===== src/rtl/jsu_pkg.sv =====
// Shared types, character codes and UTF-8 helpers for the JSON string unescaper.
// No dependencies; the modules and testbench refer to it by scoped names.
package jsu_pkg;

  // Result kinds and error codes as seen on the output channel
  typedef enum logic [1:0] {
    KIND_DATA  = 2'd0,
    KIND_CLOSE = 2'd1,
    KIND_ERROR = 2'd2
  } kind_e;

  typedef enum logic [1:0] {
    ERR_NONE       = 2'd0,
    ERR_UNTERM     = 2'd1,
    ERR_INCOMPLETE = 2'd2,
    ERR_BAD_HEX    = 2'd3
  } err_e;

  // Parser states, one-hot
  typedef enum logic [6:0] {
    MODE_NORMAL  = 7'b0000001,
    MODE_ESC     = 7'b0000010,
    MODE_HEX1    = 7'b0000100,
    MODE_WANT_BS = 7'b0001000,
    MODE_WANT_U  = 7'b0010000,
    MODE_HEX2    = 7'b0100000,
    MODE_DONE    = 7'b1000000
  } mode_e;

  // Character codes
  localparam logic [7:0] CH_QUOTE  = 8'h22;
  localparam logic [7:0] CH_BSLASH = 8'h5C;
  localparam logic [7:0] CH_U      = 8'h75;
  localparam logic [7:0] CH_N      = 8'h6E;
  localparam logic [7:0] CH_T      = 8'h74;
  localparam logic [7:0] CH_R      = 8'h72;
  localparam logic [7:0] CH_B      = 8'h62;
  localparam logic [7:0] CH_F      = 8'h66;
  localparam logic [7:0] CH_LF     = 8'h0A;
  localparam logic [7:0] CH_TAB    = 8'h09;
  localparam logic [7:0] CH_CR     = 8'h0D;
  localparam logic [7:0] CH_BS     = 8'h08;
  localparam logic [7:0] CH_FF     = 8'h0C;

  // Surrogate tags (top six bits of a 16-bit unit) and code point limits
  localparam logic [5:0]  HIGH_SURR_TAG = 6'b110110;
  localparam logic [5:0]  LOW_SURR_TAG  = 6'b110111;
  localparam logic [20:0] SUPP_BASE     = 21'h10000;
  localparam logic [20:0] UTF8_LIM1     = 21'h00080;
  localparam logic [20:0] UTF8_LIM2     = 21'h00800;
  localparam logic [20:0] UTF8_LIM3     = 21'h10000;

  // Work handed from the parser to the output sequencer: an optional code
  // point, then an optional literal byte, then an optional close/error word.
  typedef struct packed {
    logic        has_cp;
    logic [20:0] cp;
    logic        has_raw;
    logic [7:0]  raw_byte;
    logic        has_tail;
    kind_e       tail_kind;
    err_e        tail_err;
  } desc_t;

  // Number of UTF-8 bytes for a code point
  function automatic logic [2:0] utf8_len(input logic [20:0] cp);
    logic [2:0] n;
    if (cp < UTF8_LIM1) begin
      n = 3'd1;
    end else if (cp < UTF8_LIM2) begin
      n = 3'd2;
    end else if (cp < UTF8_LIM3) begin
      n = 3'd3;
    end else begin
      n = 3'd4;
    end
    return n;
  endfunction

  // Byte k of the n-byte UTF-8 form of cp
  function automatic logic [7:0] utf8_byte(input logic [20:0] cp, input logic [2:0] n,
                                           input logic [2:0] k);
    logic [7:0] b;
    b = 8'h00;
    case (n)
      3'd1: b = {1'b0, cp[6:0]};
      3'd2: b = (k == 3'd0) ? {3'b110, cp[10:6]} : {2'b10, cp[5:0]};
      3'd3: begin
        case (k)
          3'd0:    b = {4'b1110, cp[15:12]};
          3'd1:    b = {2'b10, cp[11:6]};
          default: b = {2'b10, cp[5:0]};
        endcase
      end
      default: begin
        case (k)
          3'd0:    b = {5'b11110, cp[20:18]};
          3'd1:    b = {2'b10, cp[17:12]};
          3'd2:    b = {2'b10, cp[11:6]};
          default: b = {2'b10, cp[5:0]};
        endcase
      end
    endcase
    return b;
  endfunction

endpackage


===== src/rtl/jsu_in_if.sv =====
// Input channel of the JSON string unescaper: valid/ready plus one input word.
// No dependencies.
interface jsu_in_if;
  logic       valid;
  logic       ready;
  logic       cmd;
  logic [7:0] in_byte;
  logic       end_of_text;

  modport source (output valid, cmd, in_byte, end_of_text, input ready);
  modport sink   (input valid, cmd, in_byte, end_of_text, output ready);
endinterface


===== src/rtl/jsu_out_if.sv =====
// Output channel of the JSON string unescaper: valid/ready plus one result word.
// No dependencies.
interface jsu_out_if;
  logic       valid;
  logic       ready;
  logic [7:0] out_byte;
  logic [1:0] kind;
  logic [1:0] err_code;
  logic       last_of_run;

  modport source (output valid, out_byte, kind, err_code, last_of_run, input ready);
  modport sink   (input valid, out_byte, kind, err_code, last_of_run, output ready);
endinterface


===== src/rtl/json_string_unescape_utf8.sv =====
// JSON string body unescaper with UTF-8 output.
// The first result word of an input word goes into the descriptor queue, then the
// output register. Throughput: one input word per cycle while each yields at most one
// result and the output accepts; the sequencer sends one result word per cycle while
// the output accepts, and a word with up to 5 results holds it, absorbed by the queue.
// Reset (rst_ni low, async): parser to body state, queue and output emptied.
module json_string_unescape_utf8 #(
  parameter int QueueDepth = 2
) (
  input  logic       clk_i,
  input  logic       rst_ni,
  jsu_in_if.sink     in_i,
  jsu_out_if.source  out_o
);

  logic            push;
  logic            full;
  logic            pop;
  logic            empty;
  jsu_pkg::desc_t  desc;
  jsu_pkg::desc_t  head;

  // parser front end
  jsu_front u_front (
    .clk_i  (clk_i),
    .rst_ni (rst_ni),
    .in_i   (in_i),
    .full_i (full),
    .push_o (push),
    .desc_o (desc)
  );

  // decoupling queue
  jsu_queue #(
    .Depth (QueueDepth)
  ) u_queue (
    .clk_i   (clk_i),
    .rst_ni  (rst_ni),
    .push_i  (push),
    .desc_i  (desc),
    .full_o  (full),
    .pop_i   (pop),
    .empty_o (empty),
    .head_o  (head)
  );

  // output sequencer
  jsu_back u_back (
    .clk_i   (clk_i),
    .rst_ni  (rst_ni),
    .empty_i (empty),
    .head_i  (head),
    .pop_o   (pop),
    .out_o   (out_o)
  );

endmodule


===== src/rtl/jsu_front.sv =====
// Parser front end: accepts input words, tracks escape/hex/surrogate state and
// emits one work descriptor per word that yields results. Uses jsu_pkg, jsu_in_if.
module jsu_front (
  input  logic            clk_i,
  input  logic            rst_ni,
  jsu_in_if.sink          in_i,
  input  logic            full_i,
  output logic            push_o,
  output jsu_pkg::desc_t  desc_o
);

  jsu_pkg::mode_e mode_q, mode_d;
  logic [2:0]     cnt_q, cnt_d;
  logic [15:0]    hex_q, hex_d;
  logic [9:0]     held_q, held_d;
  logic           bad_q, bad_d;

  logic           accept;
  logic [7:0]     b;
  logic           eot;
  logic [3:0]     dig;
  logic           is_hex;
  logic [2:0]     cnt_next;
  logic [15:0]    hex_next;
  logic           bad_next;
  logic [20:0]    held_cp;

  // body-byte handling, shared by normal and after-surrogate states
  logic           body_raw;
  logic           body_close;
  logic           body_unterm;
  jsu_pkg::mode_e body_mode;

  // escape-character handling, shared by backslash and after-surrogate states
  logic [7:0]     esc_val;

  jsu_pkg::desc_t desc;

  assign in_i.ready = !full_i;
  assign accept     = in_i.valid && in_i.ready;
  assign b          = in_i.in_byte;
  assign eot        = in_i.end_of_text;
  assign held_cp    = {5'd0, jsu_pkg::HIGH_SURR_TAG, held_q};

  // hex digit decode and accumulation
  always_comb begin
    is_hex = 1'b1;
    dig    = 4'd0;
    if (b >= 8'h30 && b <= 8'h39) begin
      dig = 4'(b - 8'h30);
    end else if (b >= 8'h61 && b <= 8'h66) begin
      dig = 4'(b - 8'h57);
    end else if (b >= 8'h41 && b <= 8'h46) begin
      dig = 4'(b - 8'h37);
    end else begin
      is_hex = 1'b0;
    end
  end

  assign cnt_next = cnt_q + 3'd1;
  assign hex_next = {hex_q[11:0], dig};
  assign bad_next = bad_q | !is_hex;

  // body byte: quote closes, backslash (not at end of text) opens an escape, anything else is data
  always_comb begin
    body_raw    = 1'b0;
    body_close  = 1'b0;
    body_unterm = 1'b0;
    body_mode   = jsu_pkg::MODE_NORMAL;
    if (b == jsu_pkg::CH_QUOTE) begin
      body_close = 1'b1;
      body_mode  = jsu_pkg::MODE_DONE;
    end else if (b == jsu_pkg::CH_BSLASH && !eot) begin
      body_mode = jsu_pkg::MODE_ESC;
    end else begin
      body_raw = 1'b1;
      if (eot) begin
        body_unterm = 1'b1;
        body_mode   = jsu_pkg::MODE_DONE;
      end
    end
  end

  // simple escape mapping; unknown characters pass through
  always_comb begin
    case (b)
      jsu_pkg::CH_N: esc_val = jsu_pkg::CH_LF;
      jsu_pkg::CH_T: esc_val = jsu_pkg::CH_TAB;
      jsu_pkg::CH_R: esc_val = jsu_pkg::CH_CR;
      jsu_pkg::CH_B: esc_val = jsu_pkg::CH_BS;
      jsu_pkg::CH_F: esc_val = jsu_pkg::CH_FF;
      default:       esc_val = b;
    endcase
  end

  // next state and descriptor
  always_comb begin
    mode_d = mode_q;
    cnt_d  = cnt_q;
    hex_d  = hex_q;
    held_d = held_q;
    bad_d  = bad_q;
    desc   = '0;
    desc.tail_kind = jsu_pkg::KIND_ERROR;
    desc.tail_err  = jsu_pkg::ERR_UNTERM;

    case (mode_q)
      jsu_pkg::MODE_NORMAL: begin
        desc.has_raw  = body_raw;
        desc.raw_byte = b;
        if (body_close) begin
          desc.has_tail  = 1'b1;
          desc.tail_kind = jsu_pkg::KIND_CLOSE;
          desc.tail_err  = jsu_pkg::ERR_NONE;
        end
        desc.has_tail = desc.has_tail | body_unterm;
        mode_d = body_mode;
      end

      jsu_pkg::MODE_ESC: begin
        if (b == jsu_pkg::CH_U) begin
          cnt_d  = 3'd0;
          hex_d  = 16'd0;
          bad_d  = 1'b0;
          mode_d = jsu_pkg::MODE_HEX1;
          if (eot) begin
            desc.has_tail = 1'b1;
            desc.tail_err = jsu_pkg::ERR_INCOMPLETE;
            mode_d        = jsu_pkg::MODE_DONE;
          end
        end else begin
          desc.has_raw  = 1'b1;
          desc.raw_byte = esc_val;
          desc.has_tail = eot;
          mode_d        = eot ? jsu_pkg::MODE_DONE : jsu_pkg::MODE_NORMAL;
        end
      end

      jsu_pkg::MODE_HEX1, jsu_pkg::MODE_HEX2: begin
        cnt_d = cnt_next;
        hex_d = hex_next;
        bad_d = bad_next;
        if (cnt_next != 3'd4) begin
          if (eot) begin
            desc.has_tail = 1'b1;
            desc.tail_err = jsu_pkg::ERR_INCOMPLETE;
            mode_d        = jsu_pkg::MODE_DONE;
          end
        end else if (bad_next) begin
          desc.has_tail = 1'b1;
          desc.tail_err = jsu_pkg::ERR_BAD_HEX;
          mode_d        = jsu_pkg::MODE_DONE;
        end else if (mode_q == jsu_pkg::MODE_HEX1) begin
          if (hex_next[15:10] == jsu_pkg::HIGH_SURR_TAG) begin
            // hold the high surrogate; at end of text flush it alone at once
            held_d = hex_next[9:0];
            mode_d = jsu_pkg::MODE_WANT_BS;
            if (eot) begin
              desc.has_cp   = 1'b1;
              desc.cp       = {5'd0, hex_next};
              desc.has_tail = 1'b1;
              mode_d        = jsu_pkg::MODE_DONE;
            end
          end else begin
            desc.has_cp   = 1'b1;
            desc.cp       = {5'd0, hex_next};
            desc.has_tail = eot;
            mode_d        = eot ? jsu_pkg::MODE_DONE : jsu_pkg::MODE_NORMAL;
          end
        end else begin
          // second unit: join a low surrogate, otherwise emit the high one alone
          desc.has_cp = 1'b1;
          if (hex_next[15:10] == jsu_pkg::LOW_SURR_TAG) begin
            desc.cp = jsu_pkg::SUPP_BASE + {1'b0, held_q, hex_next[9:0]};
          end else begin
            desc.cp = held_cp;
          end
          desc.has_tail = eot;
          mode_d        = eot ? jsu_pkg::MODE_DONE : jsu_pkg::MODE_NORMAL;
        end
      end

      jsu_pkg::MODE_WANT_BS: begin
        if (b == jsu_pkg::CH_BSLASH && !eot) begin
          mode_d = jsu_pkg::MODE_WANT_U;
        end else begin
          desc.has_cp   = 1'b1;
          desc.cp       = held_cp;
          desc.has_raw  = body_raw;
          desc.raw_byte = b;
          if (body_close) begin
            desc.has_tail  = 1'b1;
            desc.tail_kind = jsu_pkg::KIND_CLOSE;
            desc.tail_err  = jsu_pkg::ERR_NONE;
          end
          desc.has_tail = desc.has_tail | body_unterm;
          mode_d = body_mode;
        end
      end

      jsu_pkg::MODE_WANT_U: begin
        if (b == jsu_pkg::CH_U) begin
          cnt_d  = 3'd0;
          hex_d  = 16'd0;
          bad_d  = 1'b0;
          mode_d = jsu_pkg::MODE_HEX2;
          if (eot) begin
            desc.has_tail = 1'b1;
            desc.tail_err = jsu_pkg::ERR_INCOMPLETE;
            mode_d        = jsu_pkg::MODE_DONE;
          end
        end else begin
          desc.has_cp   = 1'b1;
          desc.cp       = held_cp;
          desc.has_raw  = 1'b1;
          desc.raw_byte = esc_val;
          desc.has_tail = eot;
          mode_d        = eot ? jsu_pkg::MODE_DONE : jsu_pkg::MODE_NORMAL;
        end
      end

      default: begin
        mode_d = jsu_pkg::MODE_DONE;
      end
    endcase

    // restart wipes the parser and yields nothing
    if (in_i.cmd) begin
      mode_d = jsu_pkg::MODE_NORMAL;
      cnt_d  = 3'd0;
      hex_d  = 16'd0;
      held_d = 10'd0;
      bad_d  = 1'b0;
      desc   = '0;
    end
  end

  assign push_o = accept && (desc.has_cp || desc.has_raw || desc.has_tail);
  assign desc_o = desc;

  // parser state registers
  always_ff @(posedge clk_i or negedge rst_ni) begin
    if (!rst_ni) begin
      mode_q <= jsu_pkg::MODE_NORMAL;
      cnt_q  <= 3'd0;
      hex_q  <= 16'd0;
      held_q <= 10'd0;
      bad_q  <= 1'b0;
    end else if (accept) begin
      mode_q <= mode_d;
      cnt_q  <= cnt_d;
      hex_q  <= hex_d;
      held_q <= held_d;
      bad_q  <= bad_d;
    end
  end

endmodule


===== src/rtl/jsu_queue.sv =====
// Short descriptor queue between the parser and the output sequencer.
// Uses jsu_pkg for the descriptor type.
module jsu_queue #(
  parameter int Depth = 2
) (
  input  logic            clk_i,
  input  logic            rst_ni,
  input  logic            push_i,
  input  jsu_pkg::desc_t  desc_i,
  output logic            full_o,
  input  logic            pop_i,
  output logic            empty_o,
  output jsu_pkg::desc_t  head_o
);

  localparam int PtrW = $clog2(Depth);
  localparam int CntW = $clog2(Depth + 1);
  localparam logic [PtrW-1:0] LastPtr = PtrW'(Depth - 1);
  localparam logic [CntW-1:0] FullCnt = CntW'(Depth);

  jsu_pkg::desc_t     mem_q [Depth];
  logic [PtrW-1:0]    wr_q, wr_d;
  logic [PtrW-1:0]    rd_q, rd_d;
  logic [CntW-1:0]    cnt_q, cnt_d;
  logic               do_push;
  logic               do_pop;

  assign full_o  = (cnt_q == FullCnt);
  assign empty_o = (cnt_q == '0);
  assign head_o  = mem_q[rd_q];
  assign do_push = push_i && !full_o;
  assign do_pop  = pop_i && !empty_o;

  // pointer and count update
  always_comb begin
    wr_d  = wr_q;
    rd_d  = rd_q;
    cnt_d = cnt_q;
    if (do_push) begin
      wr_d = (wr_q == LastPtr) ? '0 : wr_q + PtrW'(1);
    end
    if (do_pop) begin
      rd_d = (rd_q == LastPtr) ? '0 : rd_q + PtrW'(1);
    end
    if (do_push && !do_pop) begin
      cnt_d = cnt_q + CntW'(1);
    end else if (do_pop && !do_push) begin
      cnt_d = cnt_q - CntW'(1);
    end
  end

  always_ff @(posedge clk_i or negedge rst_ni) begin
    if (!rst_ni) begin
      wr_q  <= '0;
      rd_q  <= '0;
      cnt_q <= '0;
    end else begin
      wr_q  <= wr_d;
      rd_q  <= rd_d;
      cnt_q <= cnt_d;
    end
  end

  // entry storage
  always_ff @(posedge clk_i) begin
    if (do_push) begin
      mem_q[wr_q] <= desc_i;
    end
  end

endmodule


===== src/rtl/jsu_back.sv =====
// Output sequencer: expands one descriptor into its UTF-8, literal and
// close/error words, one word per cycle while the output accepts, into the output register.
// Uses jsu_pkg, jsu_out_if.
module jsu_back (
  input  logic            clk_i,
  input  logic            rst_ni,
  input  logic            empty_i,
  input  jsu_pkg::desc_t  head_i,
  output logic            pop_o,
  jsu_out_if.source       out_o
);

  logic [2:0]      idx_q, idx_d;
  logic            valid_q, valid_d;
  logic [7:0]      byte_q, byte_d;
  jsu_pkg::kind_e  kind_q, kind_d;
  jsu_pkg::err_e   err_q, err_d;
  logic            last_q, last_d;

  logic [2:0]      n_cp;
  logic [2:0]      n_data;
  logic [2:0]      n_total;
  logic            load;

  assign n_cp    = head_i.has_cp ? jsu_pkg::utf8_len(head_i.cp) : 3'd0;
  assign n_data  = n_cp + {2'b00, head_i.has_raw};
  assign n_total = n_data + {2'b00, head_i.has_tail};
  assign load    = !empty_i && (!valid_q || out_o.ready);
  assign pop_o   = load && last_d;

  // pick the word at the current position of the run
  always_comb begin
    kind_d = jsu_pkg::KIND_DATA;
    err_d  = jsu_pkg::ERR_NONE;
    if (idx_q < n_cp) begin
      byte_d = jsu_pkg::utf8_byte(head_i.cp, n_cp, idx_q);
    end else if (idx_q < n_data) begin
      byte_d = head_i.raw_byte;
    end else begin
      byte_d = 8'h00;
      kind_d = head_i.tail_kind;
      err_d  = head_i.tail_err;
    end
    last_d = (idx_q == n_total - 3'd1);
  end

  always_comb begin
    idx_d   = idx_q;
    valid_d = valid_q;
    if (load) begin
      idx_d   = last_d ? 3'd0 : idx_q + 3'd1;
      valid_d = 1'b1;
    end else if (out_o.ready) begin
      valid_d = 1'b0;
    end
  end

  always_ff @(posedge clk_i or negedge rst_ni) begin
    if (!rst_ni) begin
      idx_q   <= 3'd0;
      valid_q <= 1'b0;
    end else begin
      idx_q   <= idx_d;
      valid_q <= valid_d;
    end
  end

  // output word register
  always_ff @(posedge clk_i) begin
    if (load) begin
      byte_q <= byte_d;
      kind_q <= kind_d;
      err_q  <= err_d;
      last_q <= last_d;
    end
  end

  assign out_o.valid       = valid_q;
  assign out_o.out_byte    = byte_q;
  assign out_o.kind        = kind_q;
  assign out_o.err_code    = err_q;
  assign out_o.last_of_run = last_q;

endmodule


===== src/flat_wrapper.sv =====
// flat-port wrapper written by rule: the top's interface ports become plain ports
module json_string_unescape_utf8_flat 
#(
  parameter int QueueDepth = 2
)
  (clk_i, rst_ni, in_i_valid, in_i_cmd, in_i_in_byte, in_i_end_of_text, in_i_ready, out_o_valid, out_o_out_byte, out_o_kind, out_o_err_code, out_o_last_of_run, out_o_ready);
  jsu_in_if in_i_i ();
  jsu_out_if out_o_i ();
  input  logic clk_i;
  input  logic rst_ni;
  input wire logic [$bits(in_i_i.valid)-1:0] in_i_valid;
  input wire logic [$bits(in_i_i.cmd)-1:0] in_i_cmd;
  input wire logic [$bits(in_i_i.in_byte)-1:0] in_i_in_byte;
  input wire logic [$bits(in_i_i.end_of_text)-1:0] in_i_end_of_text;
  output wire logic [$bits(in_i_i.ready)-1:0] in_i_ready;
  output wire logic [$bits(out_o_i.valid)-1:0] out_o_valid;
  output wire logic [$bits(out_o_i.out_byte)-1:0] out_o_out_byte;
  output wire logic [$bits(out_o_i.kind)-1:0] out_o_kind;
  output wire logic [$bits(out_o_i.err_code)-1:0] out_o_err_code;
  output wire logic [$bits(out_o_i.last_of_run)-1:0] out_o_last_of_run;
  input wire logic [$bits(out_o_i.ready)-1:0] out_o_ready;
  assign in_i_i.valid = in_i_valid;
  assign in_i_i.cmd = in_i_cmd;
  assign in_i_i.in_byte = in_i_in_byte;
  assign in_i_i.end_of_text = in_i_end_of_text;
  assign in_i_ready = in_i_i.ready;
  assign out_o_valid = out_o_i.valid;
  assign out_o_out_byte = out_o_i.out_byte;
  assign out_o_kind = out_o_i.kind;
  assign out_o_err_code = out_o_i.err_code;
  assign out_o_last_of_run = out_o_i.last_of_run;
  assign out_o_i.ready = out_o_ready;
  json_string_unescape_utf8 #(.QueueDepth(QueueDepth)) u_core (.clk_i(clk_i), .rst_ni(rst_ni), .in_i(in_i_i), .out_o(out_o_i));
endmodule

===== config.mk =====
export PLATFORM = sky130hd
export DESIGN_NAME = json_string_unescape_utf8_flat
export DESIGN_NICKNAME = d
export VERILOG_FILES = /design/src/rtl/jsu_pkg.sv /design/src/rtl/jsu_in_if.sv /design/src/rtl/jsu_out_if.sv /design/src/rtl/json_string_unescape_utf8.sv /design/src/rtl/jsu_front.sv /design/src/rtl/jsu_queue.sv /design/src/rtl/jsu_back.sv /design/src/flat_wrapper.sv
export SDC_FILE = /design/constraint.sdc
export NUM_CORES = 1
export LEC_CHECK = 0
export BUFFER_PORTS_ARGS = -buffer_cell sky130_fd_sc_hd__buf_2
export CELL_PAD_IN_SITES_DETAIL_PLACEMENT = 2
export CELL_PAD_IN_SITES_GLOBAL_PLACEMENT = 2
export CORE_UTILIZATION = 40
export CTS_CLUSTER_SIZE = 14
export DETAILED_ROUTE_END_ITERATION = 6
export HOLD_SLACK_MARGIN = 0.08
export PLACE_DENSITY = 0.89
export SKIP_LAST_GASP = 1
export SYNTH_ARGS = -nofsm -noshare
export SYNTH_HDL_FRONTEND = slang
export SYNTH_SLANG_ARGS = --single-unit

===== constraint.sdc =====
create_clock -name clk_i -period 4.86 [get_ports clk_i]
set_input_delay 0.972 -clock clk_i [delete_from_list [all_inputs] [get_ports clk_i]]
set_output_delay 0.972 -clock clk_i [all_outputs]
set_load 0.05 [all_outputs]

==> flow_metrics.py <==
metrics = {
    "logic_synthesis": {
        "ys_types": 74,
        "synth_area_um2": 7060,
        "synth_area_leaders": "edfxtp_1, dfrtp_1, mux2i_1",
        "synth_seq_cells": 126,
        "syn_avg_cell_area_um2": 10.8,
        "synthTopCellsByCount": "edfxtp_1, nand2_1, nor2_1, dfrtp_1, a21oi_1",
        "synth_edf_count": 85,
        "synthFlopType": "edfxtp_1",
        "synth_top_area_cell": "edfxtp_1",
        "synth_nets": 685,
        "synth_top_area_share_pct": 36.1,
        "async_reset_ff_share_pct": 32.5,
        "synth_warnings": 0,
        "yosysMostFrequentCell": "edfxtp_1",
        "ys_seq_area_share_pct": 50.7,
        "postSynthCellCount": 651,
    },
    "die": {
        "pin_count": 29,
        "row_count": 48,
        "die_h_um": 135,
        "dieArea_um2": 18200,
        "initial_core_util_pct": 40.8,
        "core_um2": 17300,
        "die_w_um": 135,
    },
    "critical_path": {
        "path_buf_inv": 4,
        "arrival_ns": 4.61,
        "worst_path_largest_cell_delay_ns": 0.87,
        "end_kind": "register",
        "criticalPathCategory": "reg -> reg",
        "startpoint_type": "register",
        "critPathTopFamily": "flip-flops",
        "critPathMostFrequentCell": "inv_1",
        "slowest_stage": "dfrtp_2",
        "critPathMaxFanout": 35,
        "cp.required_ns": 5.22,
        "path_cells": "mux2_2 > inv_1 > nand2_1 > o21ai_0 > inv_1 > ha_1 > inv_1 > ha_1 > xor2_1 > nand2_1 > nor3_1 > inv_1 > ha_1 > xor2_1 > nor2_1 > xor2_1",
    },
    "sta": {
        "fin_crit_sh_pct": 87.5,
        "fmax_mhz": 235,
        "whs_ns": 0.513,
        "worstMarginPinSlew_ns": 1.09,
        "final-hold-violation-count": 0,
        "fin_crit_ns": 4.25,
        "fin_ws_ns": 0.608,
        "max-slew-margin-rel_pct": 27.0,
        "slew_viol_final": 0,
        "rsz0062_at_grt": "no",
        "skew_ns": 0.0134,
        "tns_ns": 0,
        "setup_violations": 0,
    },
    "layout": {
        "layout-drive-gt1-share_pct": 15.0,
        "final_area_um2": 8050,
        "syn2layout_area_growth_pct": 14.0,
        "fin_util_pct": 46.6,
        "antenna_cells": 0,
        "nNetsFinal": 716,
        "nFillCells": 1771,
    },
    "clock_network": {
        "numCtsBuffers": 17,
        "htreeDepth": 4,
        "cts.clk_slew.worst_paths_ns": 0.06,
        "post_cts_buffers": 0,
        "cts_root_buf": "clkbuf_16",
        "tritoncts": "done",
        "worstSkewPairLatency_ns": 0.44,
        "cts_max_path_buffers": 2,
        "clock_sinks": 126,
        "cts_hold_repair.buffers": 0,
        "cts-resized-gates": 0,
    },
    "grt": {
        "grt_pass1_wl_mm": 38.1,
        "grt_max_degree": 42,
        "first_global_vias": 6265,
        "grt-ovfl-total": 0,
        "grtUsageTotal_pct": 28.6,
        "antenna_found_initial": 0,
    },
    "detailed_routing": {
        "via_per_inst": 6.18,
        "vias": 5687,
        "drt-pass1-iter-count": 5,
        "drt_wl_total_mm": 24.6,
        "drt_iter0_drc": 577,
        "post_drt_wl_per_cell_um": 26.8,
        "ant_nets": 0,
        "drc": 0,
    },
    "place": {
        "place_ws_ns": 0.582,
        "placed_area_um2": 7450,
        "io_buffers": 28,
        "place_hpwl_mm": 17.6,
        "place_congestion": 0.958,
    },
    "outcome": {
        "status": "finished, final reports clean",
    },
    "pwr": {
        "power_density_nw_per_um2": 562,
        "p_leak_uw": 0.00313,
        "ir_worst_vdd_mv": 0.313,
    },
    "min_path": {
        "hold_class": "reg -> reg",
    },
    "job": {
        "cap_violations": 0,
    },
}
==> per-layer routing <==
metal | global-route usage [%] | routed length [um] | vias up
li1 | - | - | 2520
met4 | 11.0 | 675 | 0
met1 | 34.4 | 10000 | 2925
met2 | 50.4 | 12900 | 192
met3 | 5.63 | 1040 | 50
met5 | 0 | 0 | -
==> worst register-to-register path, stage by stage (launching register included) <==
cell     delay (ns)
dfrtp_2        0.87
mux2_2         0.48
inv_1          0.12
nand2_1        0.16
o21ai_0        0.33
inv_1          0.10
ha_1           0.31
inv_1          0.08
ha_1           0.32
xor2_1         0.19
nand2_1        0.14
nor3_1         0.35
inv_1          0.09
ha_1           0.20
xor2_1         0.14
nor2_1         0.14
xor2_1         0.16
==> flip-flops by register name (all words and copies together), names as in the netlist <==
register and flops:
u_core.u_back.idx_q 3, u_core.u_back.out_o.err_code 2, u_core.u_back.out_o.kind 2, u_core.u_back.out_o.last_of_run 1
u_core.u_back.out_o.out_byte 8, u_core.u_back.out_o.valid 1, u_core.u_front.bad_q 1, u_core.u_front.cnt_q 3
u_core.u_front.held_q 10, u_core.u_front.hex_q 12, u_core.u_front.mode_q 7, u_core.u_queue.cnt_q 2
u_core.u_queue.mem_q 72, u_core.u_queue.rd_q 1, u_core.u_queue.wr_q 1
==> final timing paths <==
path | depth (start not counted) | end | slack, ns | from
setup / recovery | 16 | u_core.u_queue.cnt_q[1] | 0.61 | u_core.u_queue.rd_q
min in group asynchronous | 1 | u_core.u_queue.cnt_q[1] | 0.73 | rst_ni
hold reg to reg | 2 | u_core.u_back.out_o.valid | 0.51 | u_core.u_back.out_o.valid
hold / removal | 2 | u_core.u_back.out_o.valid | 0.51 | u_core.u_back.out_o.valid
setup reg to reg | 16 | u_core.u_queue.cnt_q[1] | 0.61 | u_core.u_queue.rd_q
max in group asynchronous | 1 | u_core.u_queue.rd_q | 3.39 | rst_ni
==> per-stage QoR <==
step	std cells	total power, uW
floorplan	651	2660
global placement	888	3040
detailed placement	888	3180
CTS	920	4530
global route	920	4700
finish	920	4520
==> logic make-up after synthesis <==
kind of cell               Yosys count  synth area share [%]
and+or+nand+nor                    229                  17.3
AOI/OAI and AO/OA                  160                  15.7
DFF                                126                  50.7
muxes                               51                  7.62
buffers and inverters               48                  2.87
adders and majority gates           20                  3.54
xor gates and xnor gates            17                  2.30
==> power breakdown <==
group          total, uW  leakage [uW]  switching, uW  internal [uW]
clock               1330      0.000290            494            832
sequential          1560       0.00135            190           1370
combinational       1630       0.00149           1110            525
total               4520       0.00313           1790           2730
==> layout make-up <==
type / instances / area, um2 / share of cell area [%]
Clock buffer: 22 / 464 / 5.76
Clock inverter: 10 / 138 / 1.71
Inverter: 21 / 78.8 / 0.979
Multi-Input combinational cell: 477 / 3290 / 40.8
Sequential cell: 126 / 3580 / 44.5
Tap cell: 225 / 282 / 3.50
Timing Repair Buffer: 39 / 223 / 2.77
==> cell usage in the layout, fill, tap and decap left out, types with 14 or more instances in the layout <==
cell type  synthesis  routed
o21ai_0           27      27
edfxtp_1          85      85
a21oi_1           34      34
buf_2             12      28
nor3_1            15      15
mux2i_1           29      29
nand2_1           61      61
dfrtp_1           40      39
inv_1             21      21
clkbuf_16          0      17
nor2_1            53      53
a22oi_1           14      14
ha_1              20      20
Power figures use the tool's default switching activity.
